**src/hdl/mpau_pkg.sv**
```systemverilog
// ----------------------------------------------------------------------------
// mpau_pkg
// Shared types, constants and helpers for the mocap pose / angle unwrap block.
// ----------------------------------------------------------------------------
package mpau_pkg;

   // Scale register
   localparam int unsigned FPM_W = 20;
   localparam logic [FPM_W-1:0] FPM_RESET = 20'd215013;   // 3.28084 ft/m, Q4.16

   // Shared multiplier operand and product widths
   localparam int unsigned MUL_A_W = 36;
   localparam int unsigned MUL_B_W = 28;
   localparam int unsigned PROD_W  = 64;

   // Angle constants, Q32.32 radians
   localparam logic signed [63:0] TWO_PI_Q32        = 64'sd26986075409;
   localparam logic signed [63:0] PI_Q32            = 64'sd13493037705;
   localparam logic signed [63:0] HALF_PI_Q32       = 64'sd6746518852;
   localparam logic signed [63:0] THREE_HALF_PI_Q32 = 64'sd20239556557;

   // pi/180 scaled by 2^32
   localparam logic [MUL_B_W-1:0] DEG_TO_RAD_Q32 = 28'd74961321;
   // floor(2^48 / TWO_PI_Q32): reciprocal for the revolution count
   localparam logic [MUL_B_W-1:0] INV_TWO_PI     = 28'd10430;

   // Rounding half LSB and the y offset (4.0 ft), Q16.16
   localparam logic signed [63:0] HALF_LSB = 64'sd32768;
   localparam logic signed [63:0] FOUR_Q16 = 64'sd262144;

   // Sequencer states
   typedef enum logic [3:0] {
      S_IDLE,
      S_MX,
      S_MY,
      S_MYAW,
      S_MQ,
      S_MB,
      S_DIFF,
      S_CORR,
      S_SUM,
      S_RND,
      S_DONE
   } mpau_state_type;

   // Saturate a rounded Q16.16 value to 32 bits
   function automatic logic [31:0] sat_q16(input logic signed [47:0] v);
      logic [31:0] r;
      if (v > 48'sd2147483647) begin
         r = 32'h7FFF_FFFF;
      end else if (v < -48'sd2147483648) begin
         r = 32'h8000_0000;
      end else begin
         r = v[31:0];
      end
      return r;
   endfunction

endpackage

```
**src/hdl/mpau_mul.sv**
```systemverilog
// ----------------------------------------------------------------------------
// mpau_mul
// Shared signed multiplier with a registered product.
// ----------------------------------------------------------------------------
module mpau_mul
   import mpau_pkg::*;
(
   input  logic                      clock,
   input  logic signed [MUL_A_W-1:0] op_a,
   input  logic signed [MUL_B_W-1:0] op_b,
   output logic signed [PROD_W-1:0]  prod_ff
);

   logic signed [PROD_W-1:0] prod_in;

   // full-width signed product
   assign prod_in = PROD_W'(op_a) * PROD_W'(op_b);

   always_ff @(posedge clock) begin
      prod_ff <= prod_in;
   end

endmodule

```
**config.mk**
```make
export PLATFORM = sky130hd
export DESIGN_NAME = mpau_mul
export DESIGN_NICKNAME = d
export VERILOG_FILES = /design/src/hdl/mpau_pkg.sv /design/src/hdl/mpau_mul.sv
export SDC_FILE = /design/constraint.sdc
export NUM_CORES = 2
export LEC_CHECK = 0
export BUFFER_PORTS_ARGS = -buffer_cell sky130_fd_sc_hd__buf_4
export CAP_MARGIN = 15
export CORE_ASPECT_RATIO = 0.7
export CORE_UTILIZATION = 30
export CTS_CLUSTER_DIAMETER = 200
export DETAILED_ROUTE_END_ITERATION = 10
export SLEW_MARGIN = 20
export SYNTH_ARGS = -nofsm -noshare
export SYNTH_HDL_FRONTEND = slang
export SYNTH_SLANG_ARGS = --single-unit
```
**constraint.sdc**
```tcl
create_clock -name clock -period 19.02 [get_ports clock]
set_input_delay 2.853 -clock clock [delete_from_list [all_inputs] [get_ports clock]]
set_output_delay 2.853 -clock clock [all_outputs]
set_load 0.03 [all_outputs]
```
==> metrics.txt <==
# DRC 0; RSZ-0062 raised after global routing no; Nets 5100; Top delay family on crit path adder cells; core area 0.1202 mm2; Register Area 0.001281 mm2; IO buf count 128; pre-CTS worst setup slack around 8.2 ns; post-cts resize count 0; GPL Wtd Cong 0.9137; global route overflow 0; syn avg cell area 9.420 um2; total track usage 17.91%; final setup fails 0; Die X 419.6 um; Fin Setup TNS 0 ns; asr flop ratio synth 0%; Pre-antenna DRT Iters 5; largest stage delay on the critical path 0.88 ns; Peak Freq 95.35 MHz; Area contributors post-synth fa_1, inv_1, and2_1, ha_1, nand2_1; CTS tree yes; post-route worst setup slack around 8.5 ns; die area 0.1235 mm2; CP max FO 28; max reg flops 64; Arr. time, crit path approximately 11 ns; Critical Path End Type register; hold path depth 2; detailed placement HPWL 84.00 mm; first-pass GRT wire length 167.5 mm; Syn Nets between 5000 and 6000; Unique masters post-synth 59; Crit path depth 25; area of the multi-input gates about 0.03 mm2; Max Root-Sink Buffers 2; clock net sink count 64; most common cell type on the critical path fa_1; status finished clean; number of buffers added for setup after CTS 0; pin count of the biggest net entering global routing 37; share of cells above drive strength 1 4.098%; Post-synth EDFFs 0; cell row count 106; Area Growth Syn to Fin 6.612%; cts bufs inserted 9; Main synth FF type dfxtp_1; #FFs+latches synth 64; worst slew pin tran a little under 0.8 ns; vias in the first global route 27151; hold path start op_b[0]; Synth top area share a little under three fifths; clk root buf clkbuf_16; biggest regs prod_ff: 64 flops; Max Cap Violations 0; CP startpoint op_a[35]; Initial DRC Count around 1800; I/O pins 129; hold_ws 2.954 ns; DRT antenna net count 0; Fillers 12482; relative slew slack between 40% and 50%; vias per inst roughly 4.7; Die H 294.3 um; Final period util 55.14%; cell count after synthesis slightly below 4000; element type at the critical path start primary input; sequential fraction of the synthesis area 3.499%; hold buffer count at cts 0; Synth area leader fa_1; fin. max-slew vios 0; CP max-delay cell fa_1; final WL 104.8 mm; Tightest Hold Check Type in2reg; Initial Util 30.47%; initial antenna violation count 5; Hold Vio Cnt, Final 0; most flop-heavy register prod_ff; critical path type in2reg; Final min period 10.49 ns; Syn. warnings 0; WP data required 19.30 ns; Clock Pin Slew Worst Setup and Hold Paths ~0.06 ns; DR WL/cell 19.30 um; Mapped Area 0.03661 mm2; Vias 25308; CP Buf/Inv Count 6; Layout Utilization 32.49%; H-Tree Depth 3
## stage by stage
stage,instances,area (um2)
2_1_floorplan,3887,36610
3_3_place_gp,5412,38750
3_5_place_dp,5412,38750
4_1_cts,5427,39030
5_1_grt,5427,39030
6_report,5428,39030
## placed cells by master (no fill, tap or decap), drive strengths merged, types with 6 or more instances in the layout
master and instances:
a211oi 7, a21o 28, a21oi 68, a31oi 6, and2 527, buf 130
clkbuf 9, dfxtp 64, fa 1031, ha 201, inv 955, nand2 483
nand2b 10, nand3 10, nand4 12, nor2 63, nor2b 8, nor3 8
o211ai 8, o21a 7, o21ai 36, o21bai 11, xnor2 50, xor2 20
## worst paths after layout
kind     endpoint  slack [ns]
max   prod_ff[63]        8.53
min    prod_ff[0]        2.95
## kinds of logic (layout without fill, tap and decap cells)
kind of cell / count (synthesis) / after routing / synth area share (%)
buffers and inverters: 1180 / 1100 / 12.17
adders and majority gates: 1232 / 1232 / 63.24
and+or+nand+nor: 1137 / 1137 / 15.68
AOI/OAI and AO/OA: 204 / 204 / 3.742
DFF: 64 / 64 / 3.499
xor gates and xnor gates: 70 / 70 / 1.674
other: 0 / 1 / 0
## per-layer routing
metal | track usage, % | wire (um) | up-vias
met4 | 3.552 | 1907 | 4
met1 | 28.24 | 52110 | 13399
met3 | 3.827 | 9048 | 77
met2 | 24.73 | 41670 | 929
li1 | - | - | 10899
met5 | 0 | 27 | -
## Yosys cell counts (12+ instances only)
cell type     n
fa_1       1031
inv_1       955
and2_1      527
nand2_1     482
clkbuf_1    217
ha_1        201
a21oi_1      67
dfxtp_1      64
nor2_1       63
xnor2_1      50
o21ai_0      31
a21o_1       28
xor2_1       20
nand4_1      12
## final cells by class
type	instances	area share [%]
Sequential cell	64	3.282
Antenna cell	1	0.006411
Tap cell	1620	5.193
Clock buffer	9	0.5770
Clock inverter	6	0.1571
Inverter	955	9.183
Multi-Input combinational cell	2643	79.10
Timing Repair Buffer	130	2.500
Power is not shown: default switching activity piles up to over one toggle a cycle in this logic, so the estimate is an artifact.
